$ cat src/rtl/core/khf_pkg.sv
`default_nettype none

package khf_pkg;

    localparam int NUM_HOTKEYS = 4;
    localparam int CFG_IDX_W   = 3;
    localparam int CFG_DATA_W  = 20;

    // register indexes, in priority order
    localparam logic [CFG_IDX_W-1:0] CFG_SWAP_LAST      = 3'd0;
    localparam logic [CFG_IDX_W-1:0] CFG_SWAP_SELECTION = 3'd1;
    localparam logic [CFG_IDX_W-1:0] CFG_TOGGLE_AUTO    = 3'd2;
    localparam logic [CFG_IDX_W-1:0] CFG_UNDO           = 3'd3;

    // key event values
    localparam logic [1:0] KV_RELEASE = 2'd0;
    localparam logic [1:0] KV_PRESS   = 2'd1;
    localparam logic [1:0] KV_REPEAT  = 2'd2;

    // key codes of interest
    localparam logic [7:0] K_BACKSPACE  = 8'd14;
    localparam logic [7:0] K_LEFTCTRL   = 8'd29;
    localparam logic [7:0] K_LEFTSHIFT  = 8'd42;
    localparam logic [7:0] K_RIGHTSHIFT = 8'd54;
    localparam logic [7:0] K_LEFTALT    = 8'd56;
    localparam logic [7:0] K_CAPSLOCK   = 8'd58;
    localparam logic [7:0] K_RIGHTCTRL  = 8'd97;
    localparam logic [7:0] K_RIGHTALT   = 8'd100;
    localparam logic [7:0] K_DELETE     = 8'd111;
    localparam logic [7:0] K_LEFTMETA   = 8'd125;
    localparam logic [7:0] K_RIGHTMETA  = 8'd126;

    typedef enum logic [1:0] {
        ACT_FORWARD = 2'd0,
        ACT_DROP    = 2'd1,
        ACT_HOTKEY  = 2'd2
    } t_action;

    // modifier mask bits: 0 alt, 1 shift, 2 ctrl, 3 super
    typedef struct packed {
        logic [7:0] alt_key;
        logic [7:0] main_key;
        logic [3:0] mask;
    } t_hotkey;

    typedef struct packed {
        logic       hit;
        logic [1:0] index;
    } t_match;

endpackage

`default_nettype wire

$ cat src/rtl/core/khf_hotkey_match.sv
`default_nettype none

module khf_hotkey_match (
    input  khf_pkg::t_hotkey [khf_pkg::NUM_HOTKEYS-1:0] i_hotkey,
    input  logic [7:0]                                  i_code,
    input  logic [3:0]                                  i_mods,
    output khf_pkg::t_match                             o_match
);
    import khf_pkg::*;

    logic [NUM_HOTKEYS-1:0] hit;

    always_comb begin
        for (int i = 0; i < NUM_HOTKEYS; i++) begin
            hit[i] = (i_hotkey[i].main_key != 8'd0) &&
                     ((i_code == i_hotkey[i].main_key) ||
                      ((i_hotkey[i].alt_key != 8'd0) && (i_code == i_hotkey[i].alt_key))) &&
                     (i_mods == i_hotkey[i].mask);
        end
    end

    // lowest index wins
    always_comb begin
        o_match.hit   = |hit;
        o_match.index = 2'd0;
        for (int i = NUM_HOTKEYS - 1; i >= 0; i--) begin
            if (hit[i]) begin
                o_match.index = 2'(i);
            end
        end
    end

endmodule

`default_nettype wire

$ cat src/rtl/core/key_event_hotkey_filter.sv
`default_nettype none

// Keyboard event hotkey filter.
// Input channel: i_valid / o_stall with i_is_key_event, i_key_code, i_key_value.
// A request is taken at a rising edge with i_valid high and o_stall low.
// Output channel: o_valid / i_stall with the decision for that event:
// forward, drop a swallowed release, or hotkey consumed (o_hotkey_index),
// plus caps-lock state and the refresh / text / word-reset flags.
// Path: a request lands in the input register at its accept edge and its
// result moves to the output register when that register is empty or
// drains. Throughput: one event per cycle while i_stall is low; the held/swallowed
// bitmaps are read and written in the same cycle, so there is no hazard.
// Config: i_cfg_we writes hotkey register i_cfg_index; index four and up is
// ignored. Write only while the block is idle.
// Reset (i_rst_n low, synchronous): bitmaps, flags, hotkeys and valids clear.
// When the receiver stalls, the result holds and the input register holds;
// o_stall then rises once the input register is full, so nothing is lost.
module key_event_hotkey_filter #(
    parameter int KEY_COUNT = 256
) (
    input  logic                                i_clk,
    input  logic                                i_rst_n,
    // config write port
    input  logic                                i_cfg_we,
    input  logic [khf_pkg::CFG_IDX_W-1:0]       i_cfg_index,
    input  logic [khf_pkg::CFG_DATA_W-1:0]      i_cfg_data,
    // event input
    input  logic                                i_valid,
    output logic                                o_stall,
    input  logic                                i_is_key_event,
    input  logic [9:0]                          i_key_code,
    input  logic [1:0]                          i_key_value,
    // result output
    output logic                                o_valid,
    input  logic                                i_stall,
    output logic [1:0]                          o_action,
    output logic [1:0]                          o_hotkey_index,
    output logic                                o_caps_lock_on,
    output logic                                o_refresh_wait,
    output logic                                o_text_candidate,
    output logic                                o_word_reset
);
    import khf_pkg::*;

    localparam int IDX_W = $clog2(KEY_COUNT);

    // hotkey registers
    t_hotkey [NUM_HOTKEYS-1:0] r_hotkey;

    // input register
    logic        r_s1_valid;
    logic        r_s1_key;
    logic [9:0]  r_s1_code;
    logic [1:0]  r_s1_val;

    // tracking state
    logic [KEY_COUNT-1:0] r_held, n_held;
    logic [KEY_COUNT-1:0] r_swal, n_swal;
    logic                 r_caps, n_caps;
    logic                 r_oms, n_oms;
    logic                 r_rp, n_rp;

    // output register
    logic       r_out_valid;
    t_action    r_out_action, n_out_action;
    logic [1:0] r_out_index, n_out_index;
    logic       r_out_caps;
    logic       r_out_refresh, n_out_refresh;
    logic       r_out_text, n_out_text;
    logic       r_out_wreset, n_out_wreset;

    logic                 out_ready;
    logic                 s1_advance;
    logic                 in_range;
    logic [IDX_W-1:0]     idx;
    logic [KEY_COUNT-1:0] held_upd;
    logic [3:0]           mods;
    logic                 is_mod;
    t_match               match;

    // handshake: output register drains or is empty -> input register may advance
    assign out_ready  = !r_out_valid || !i_stall;
    assign s1_advance = r_s1_valid && out_ready;
    assign o_stall    = r_s1_valid && !out_ready;

    assign in_range = ({1'b0, r_s1_code} < 11'(KEY_COUNT));
    assign idx      = r_s1_code[IDX_W-1:0];

    // held bitmap with this event applied; modifiers are sampled after the update
    always_comb begin
        held_upd = r_held;
        case (r_s1_val)
            KV_PRESS, KV_REPEAT: held_upd[idx] = 1'b1;
            KV_RELEASE:          held_upd[idx] = 1'b0;
            default:             held_upd[idx] = r_held[idx];
        endcase
    end

    assign mods[0] = held_upd[K_LEFTALT]   || held_upd[K_RIGHTALT];
    assign mods[1] = held_upd[K_LEFTSHIFT] || held_upd[K_RIGHTSHIFT];
    assign mods[2] = held_upd[K_LEFTCTRL]  || held_upd[K_RIGHTCTRL];
    assign mods[3] = held_upd[K_LEFTMETA]  || held_upd[K_RIGHTMETA];

    assign is_mod = (r_s1_code == {2'b00, K_LEFTCTRL})  || (r_s1_code == {2'b00, K_RIGHTCTRL})  ||
                    (r_s1_code == {2'b00, K_LEFTSHIFT}) || (r_s1_code == {2'b00, K_RIGHTSHIFT}) ||
                    (r_s1_code == {2'b00, K_LEFTALT})   || (r_s1_code == {2'b00, K_RIGHTALT})   ||
                    (r_s1_code == {2'b00, K_LEFTMETA})  || (r_s1_code == {2'b00, K_RIGHTMETA});

    khf_hotkey_match u_match (
        .i_hotkey (r_hotkey),
        .i_code   (r_s1_code[7:0]),
        .i_mods   (mods),
        .o_match  (match)
    );

    // event decision and state update
    always_comb begin
        n_held        = r_held;
        n_swal        = r_swal;
        n_caps        = r_caps;
        n_oms         = r_oms;
        n_rp          = r_rp;
        n_out_action  = ACT_FORWARD;
        n_out_index   = 2'd0;
        n_out_refresh = 1'b0;
        n_out_text    = 1'b0;
        n_out_wreset  = 1'b0;

        if (s1_advance && r_s1_key && in_range) begin
            if (r_s1_val == KV_RELEASE && r_swal[idx]) begin
                // paired release of a consumed hotkey: drop it
                n_swal[idx]  = 1'b0;
                n_held[idx]  = 1'b0;
                n_out_action = ACT_DROP;
            end else begin
                n_held = held_upd;
                if (r_s1_code == {2'b00, K_CAPSLOCK} && r_s1_val == KV_PRESS) begin
                    n_caps = !r_caps;
                end
                if (r_s1_val == KV_PRESS && match.hit) begin
                    n_swal[idx]  = 1'b1;
                    n_out_action = ACT_HOTKEY;
                    n_out_index  = match.index;
                end else begin
                    // modifier-only sequence tracking
                    if (r_s1_val == KV_PRESS && is_mod) begin
                        n_oms = 1'b1;
                    end else if (r_s1_val == KV_RELEASE && is_mod) begin
                        if (!(|mods) && r_oms) begin
                            n_rp = 1'b1;
                        end
                    end else if (r_s1_val == KV_PRESS && !is_mod) begin
                        n_out_refresh = r_rp;
                        n_rp          = 1'b0;
                        n_oms         = 1'b0;
                    end

                    if (r_s1_val == KV_PRESS || r_s1_val == KV_REPEAT) begin
                        if (r_s1_code == {2'b00, K_BACKSPACE} ||
                            r_s1_code == {2'b00, K_DELETE}) begin
                            n_out_wreset = 1'b1;
                        end else if (!(mods[2] || mods[0] || mods[3])) begin
                            n_out_text = 1'b1;
                        end
                    end
                end
            end
        end
    end

    // control and state registers
    always_ff @(posedge i_clk) begin
        if (!i_rst_n) begin
            r_hotkey    <= '0;
            r_s1_valid  <= 1'b0;
            r_out_valid <= 1'b0;
            r_held      <= '0;
            r_swal      <= '0;
            r_caps      <= 1'b0;
            r_oms       <= 1'b0;
            r_rp        <= 1'b0;
        end else begin
            if (i_cfg_we) begin
                case (i_cfg_index)
                    CFG_SWAP_LAST:      r_hotkey[0] <= i_cfg_data;
                    CFG_SWAP_SELECTION: r_hotkey[1] <= i_cfg_data;
                    CFG_TOGGLE_AUTO:    r_hotkey[2] <= i_cfg_data;
                    CFG_UNDO:           r_hotkey[3] <= i_cfg_data;
                    default:            ; // no register there: ignore
                endcase
            end
            // input register: refill when empty or moving on
            if (!r_s1_valid || s1_advance) begin
                r_s1_valid <= i_valid;
            end
            if (out_ready) begin
                r_out_valid <= r_s1_valid;
            end
            r_held <= n_held;
            r_swal <= n_swal;
            r_caps <= n_caps;
            r_oms  <= n_oms;
            r_rp   <= n_rp;
        end
    end

    // payload registers
    always_ff @(posedge i_clk) begin
        if (i_valid && !o_stall) begin
            r_s1_key  <= i_is_key_event;
            r_s1_code <= i_key_code;
            r_s1_val  <= i_key_value;
        end
        if (s1_advance) begin
            r_out_action  <= n_out_action;
            r_out_index   <= n_out_index;
            r_out_caps    <= n_caps;
            r_out_refresh <= n_out_refresh;
            r_out_text    <= n_out_text;
            r_out_wreset  <= n_out_wreset;
        end
    end

    assign o_valid          = r_out_valid;
    assign o_action         = r_out_action;
    assign o_hotkey_index   = r_out_index;
    assign o_caps_lock_on   = r_out_caps;
    assign o_refresh_wait   = r_out_refresh;
    assign o_text_candidate = r_out_text;
    assign o_word_reset     = r_out_wreset;

`ifndef SYNTH
    // a consumed hotkey never reports the event flags
    a_hotkey_quiet: assert property (@(posedge i_clk) disable iff (!i_rst_n)
        (o_valid && o_action == ACT_HOTKEY) |->
        (!o_refresh_wait && !o_text_candidate && !o_word_reset))
        else $error("hotkey result carries event flags");

    // text and word reset are exclusive
    a_text_wreset: assert property (@(posedge i_clk) disable iff (!i_rst_n)
        o_valid |-> !(o_text_candidate && o_word_reset))
        else $error("text candidate and word reset both set");

    // a consumed hotkey press marks its key so the release is dropped
    a_swallow_mark: assert property (@(posedge i_clk) disable iff (!i_rst_n)
        (s1_advance && r_s1_key && in_range && n_out_action == ACT_HOTKEY) |=>
        r_swal[$past(idx)])
        else $error("hotkey key not marked swallowed");
`endif

endmodule

`default_nettype wire

$ cat config.mk
export PLATFORM = sky130hd
export DESIGN_NAME = key_event_hotkey_filter
export DESIGN_NICKNAME = d
export VERILOG_FILES = /design/src/rtl/core/khf_pkg.sv /design/src/rtl/core/khf_hotkey_match.sv /design/src/rtl/core/key_event_hotkey_filter.sv
export SDC_FILE = /design/constraint.sdc
export NUM_CORES = 2
export LEC_CHECK = 0
export ABC_CLOCK_PERIOD_IN_PS = 5600
export BUFFER_PORTS_ARGS = -buffer_cell sky130_fd_sc_hd__buf_2
export CORE_ASPECT_RATIO = 0.8
export CORE_MARGIN = 4
export CORE_UTILIZATION = 45
export CTS_CLUSTER_DIAMETER = 120
export DETAILED_ROUTE_END_ITERATION = 16
export GPL_ROUTABILITY_DRIVEN = 0
export PLACE_DENSITY_LB_ADDON = 0.05
export SYNTH_ARGS = -nofsm -noshare
export SYNTH_HDL_FRONTEND = slang
export SYNTH_HIERARCHICAL = 1
export SYNTH_SLANG_ARGS = --single-unit
$ cat constraint.sdc
create_clock -name i_clk -period 5.6 [get_ports i_clk]
set_input_delay 1.12 -clock i_clk [delete_from_list [all_inputs] [get_ports i_clk]]
set_output_delay 1.12 -clock i_clk [all_outputs]
set_load 0.02 [all_outputs]
==> results.sh <==
export IMPL_worstSetupPathType="reg2reg"
export IMPL_max_slew_margin_pct=18.3
export IMPL_hold_ws_ps=469
export IMPL_die_y_um=268
export IMPL_cts_tree="yes"
export IMPL_io_buffer_count=50
export IMPL_syn2layout_area_growth_pct=8.12
export IMPL_overflow=0
export IMPL_first_pass_iters=6
export IMPL_cap_violations=0
export IMPL_syn_avg_cell_area_sq_um=7.90
export IMPL_grt_pass1_vias=34100
export IMPL_worstPathArrival_ps=5950
export IMPL_worstSkewPairLatency_ps=650
export IMPL_worst_hold_path_type="reg2reg"
export IMPL_clk_pin_slew_worst_paths_ps=60
export IMPL_max_stage_delay_ps=590
export IMPL_ys_warn_count=6
export IMPL_path_common_cell="buf_4"
export IMPL_synth_flop_cell="dfxtp_1"
export IMPL_path_cells="buf_4, buf_12, buf_4, mux4_2, mux2i_2, o22a_1, a41oi_1, o21ai_0, a32o_4, nor2_1, a21o_1, buf_4, xnor2_1, nand4_1, a221oi_2, nor2b_1, nand2_1, and2_1, nand3_4, buf_12, o21ai_0"
export IMPL_status="finished clean"
export IMPL_max_freq_mhz=185
export IMPL_vias_per_cell=6.70
export IMPL_clock_path_buffers=3
export IMPL_required_ps=6140
export IMPL_grt_antenna_before_repair=4
export IMPL_fp_dieW_um=334
export IMPL_r2r_start="r_s1_code[0]"
export IMPL_ios=51
export IMPL_layout_drive_gt1_share_pct=12.2
export IMPL_drt_iter0_drc=4289
export IMPL_crit_path_top_delay_cell="mux4_2"
export IMPL_rows=95
export IMPL_dieArea_sq_mm=0.0895
export IMPL_synthCells=4832
export IMPL_diodes=0
export IMPL_cts_sinks=618
export IMPL_h_tree_depth=3
export IMPL_hold_viol=0
export IMPL_grt_usage_pct=30.9
export IMPL_period_share_pct=96.7
export IMPL_nFillCells=8067
export IMPL_reg2reg_depth=21
export IMPL_period_needed_ps=5410
export IMPL_synth_edff_count=21
export IMPL_syn_nets=4876
export IMPL_nets=4576
export IMPL_vias=38100
export IMPL_cts_root_buf="clkbuf_16"
export IMPL_tightest_slew_ps=1230
export IMPL_finalSetupViolations=0
export IMPL_synthArstFlopShare_pct=0
export IMPL_p_leak_nw=13.5
export IMPL_reg2reg_setup_slack_ps=190
export IMPL_grt_pass1_wl_mm=221
export IMPL_ir_worst_vdd_mv=0.200
export IMPL_end_kind="flip-flop"
export IMPL_place_ws_ps=213
export IMPL_wl_per_cell_um=25.3
export IMPL_drt_total_wl_mm=144
export IMPL_coreArea_sq_mm=0.0840
export IMPL_slew_violations=0
export IMPL_cts_hold_buffers=0
export IMPL_final_setup_worst_slack_ps=188
export IMPL_pwr_density_cell_mw_per_mm2=252
export IMPL_start_util_pct=45.4
export IMPL_yosysUniqueCellTypes=88
export IMPL_grt_max_degree=193
export IMPL_crit_path_start_kind="flip-flop"
export IMPL_crit_fanout=116
export IMPL_yosysSeqAreaShare_pct=33.0
export IMPL_mappedNetlistArea_sq_mm=0.0382
export IMPL_cp_startpoint="r_s1_code[0]"
export IMPL_fin_skew_ps=37.8
export IMPL_hold_depth=2
export IMPL_final_antenna_net_count=0
export IMPL_cts_buffers=72
export IMPL_synth_seq_cells=618
export IMPL_dp_hpwl_mm=82.8
export IMPL_remaining_drc_errors=0
-- synth_stat cells, types with 72 or more instances --
library cell | instances | area share, %
a21boi_0 | 94 | 1.8
a31oi_1 | 192 | 3.1
a311oi_1 | 379 | 8.7
o211ai_1 | 258 | 5.1
a21oi_1 | 455 | 6.0
nand2_1 | 475 | 4.7
mux2i_1 | 72 | 1.9
dfxtp_1 | 597 | 31
mux4_2 | 93 | 5.5
nor2_1 | 604 | 5.9
clkbuf_1 | 414 | 4.1
o21ai_0 | 515 | 6.8
-- worst max-delay path, delay by kind of cell (launching register included) --
kind	cells	cell delay, ps
mux	2	900
xor+xnor	1	150
simple gates	6	900
compound gates	7	1730
flops	1	350
buf+inv	5	1060
-- cells in the final DEF (no fill, tap or decap), types with 11 or more instances in the layout --
cell	count
a22oi_1	38
nor2_1	590
mux4_2	93
xor2_1	51
nor2_4	12
nand3_2	37
a21boi_1	23
a31oi_1	192
a21boi_2	28
o21ai_0	515
buf_2	49
buf_12	36
clkbuf_16	73
buf_4	144
nor2b_1	11
dfxtp_1	597
clkbuf_1	26
o211ai_1	258
a311oi_1	379
edfxtp_1	21
a21boi_0	93
nand4_1	15
nor3_1	15
nand3_1	44
clkbuf_8	13
a21oi_1	455
mux2i_1	71
xnor2_1	28
nand2_1	475
nor4_1	27
-- metrics by stage --
stage | utilization, % | total power [mW] | setup TNS, ps | instance area (sq um) | cells
after floorplan | - | 5.46 | 0 | 38200 | 4832
after global placement | 46.4 | 5.88 | 0 | 39000 | 5568
after detailed placement | 46.4 | 5.88 | 0 | 39000 | 5568
after CTS | 49.0 | 10.4 | 0 | 41200 | 5692
after global routing | 49.1 | 10.7 | -37.9 | 41200 | 5697
final | 49.1 | 10.4 | 0 | 41200 | 5697
-- per-layer routing --
layer,GRT usage (%),share of wire [%],vias up
met5,0,0.019,-
met4,7.66,2.2,4
met3,5.04,8.1,215
met2,44.5,42,1753
met1,47.6,48,18600
li1,-,-,17600
-- cell families after synthesis --
group,synth area share [%]
XOR/XNOR,1.81
AO/OA/AOI/OAI,35.0
flip-flops,33.0
AND/OR/NAND/NOR,14.5
adder cells (fa/ha/maj),0.0984
multiplexers,7.95
buffers and inverters,7.67
-- power by group --
| group | internal, mW | switching (mW) |
|---|---|---|
| Clock | 2.58 | 2.00 |
| Combinational | 0.391 | 0.914 |
| Sequential | 4.47 | 0.0546 |
| Total | 7.43 | 2.97 |
-- worst min-delay path by stage --
stage | start | endpoint | slack [ps]
3_3_place_gp | r_held[10] | r_held[10] | 460
2_1_floorplan | r_held[10] | r_held[10] | 440
3_5_place_dp | r_held[69] | r_held[69] | 460
6_report | r_held[16] | r_held[16] | 470
4_1_cts | r_held[51] | r_held[51] | 470
5_1_grt | r_held[2] | r_held[2] | 490
-- what timing repair did --
| action | CTS | global route |
|---|---|---|
| setup buffers | 0 | 5 |
| resized for setup | 0 | 5 |
| setup endpoints to repair | 0 | 246 |
-- final cells by class --
| class | count | area, sq um | area share (%) |
|---|---|---|---|
| clock buffers | 112 | 2100 | 5.10 |
| clock inverters | 12 | 76.3 | 0.185 |
| inverters | 8 | 33.8 | 0.0819 |
| multi-input cells | 3601 | 23000 | 55.7 |
| flip-flops and latches | 618 | 12600 | 30.5 |
| well taps | 1115 | 1400 | 3.38 |
| repair buffers | 231 | 2070 | 5.03 |
Power figures use the tool's default switching activity.
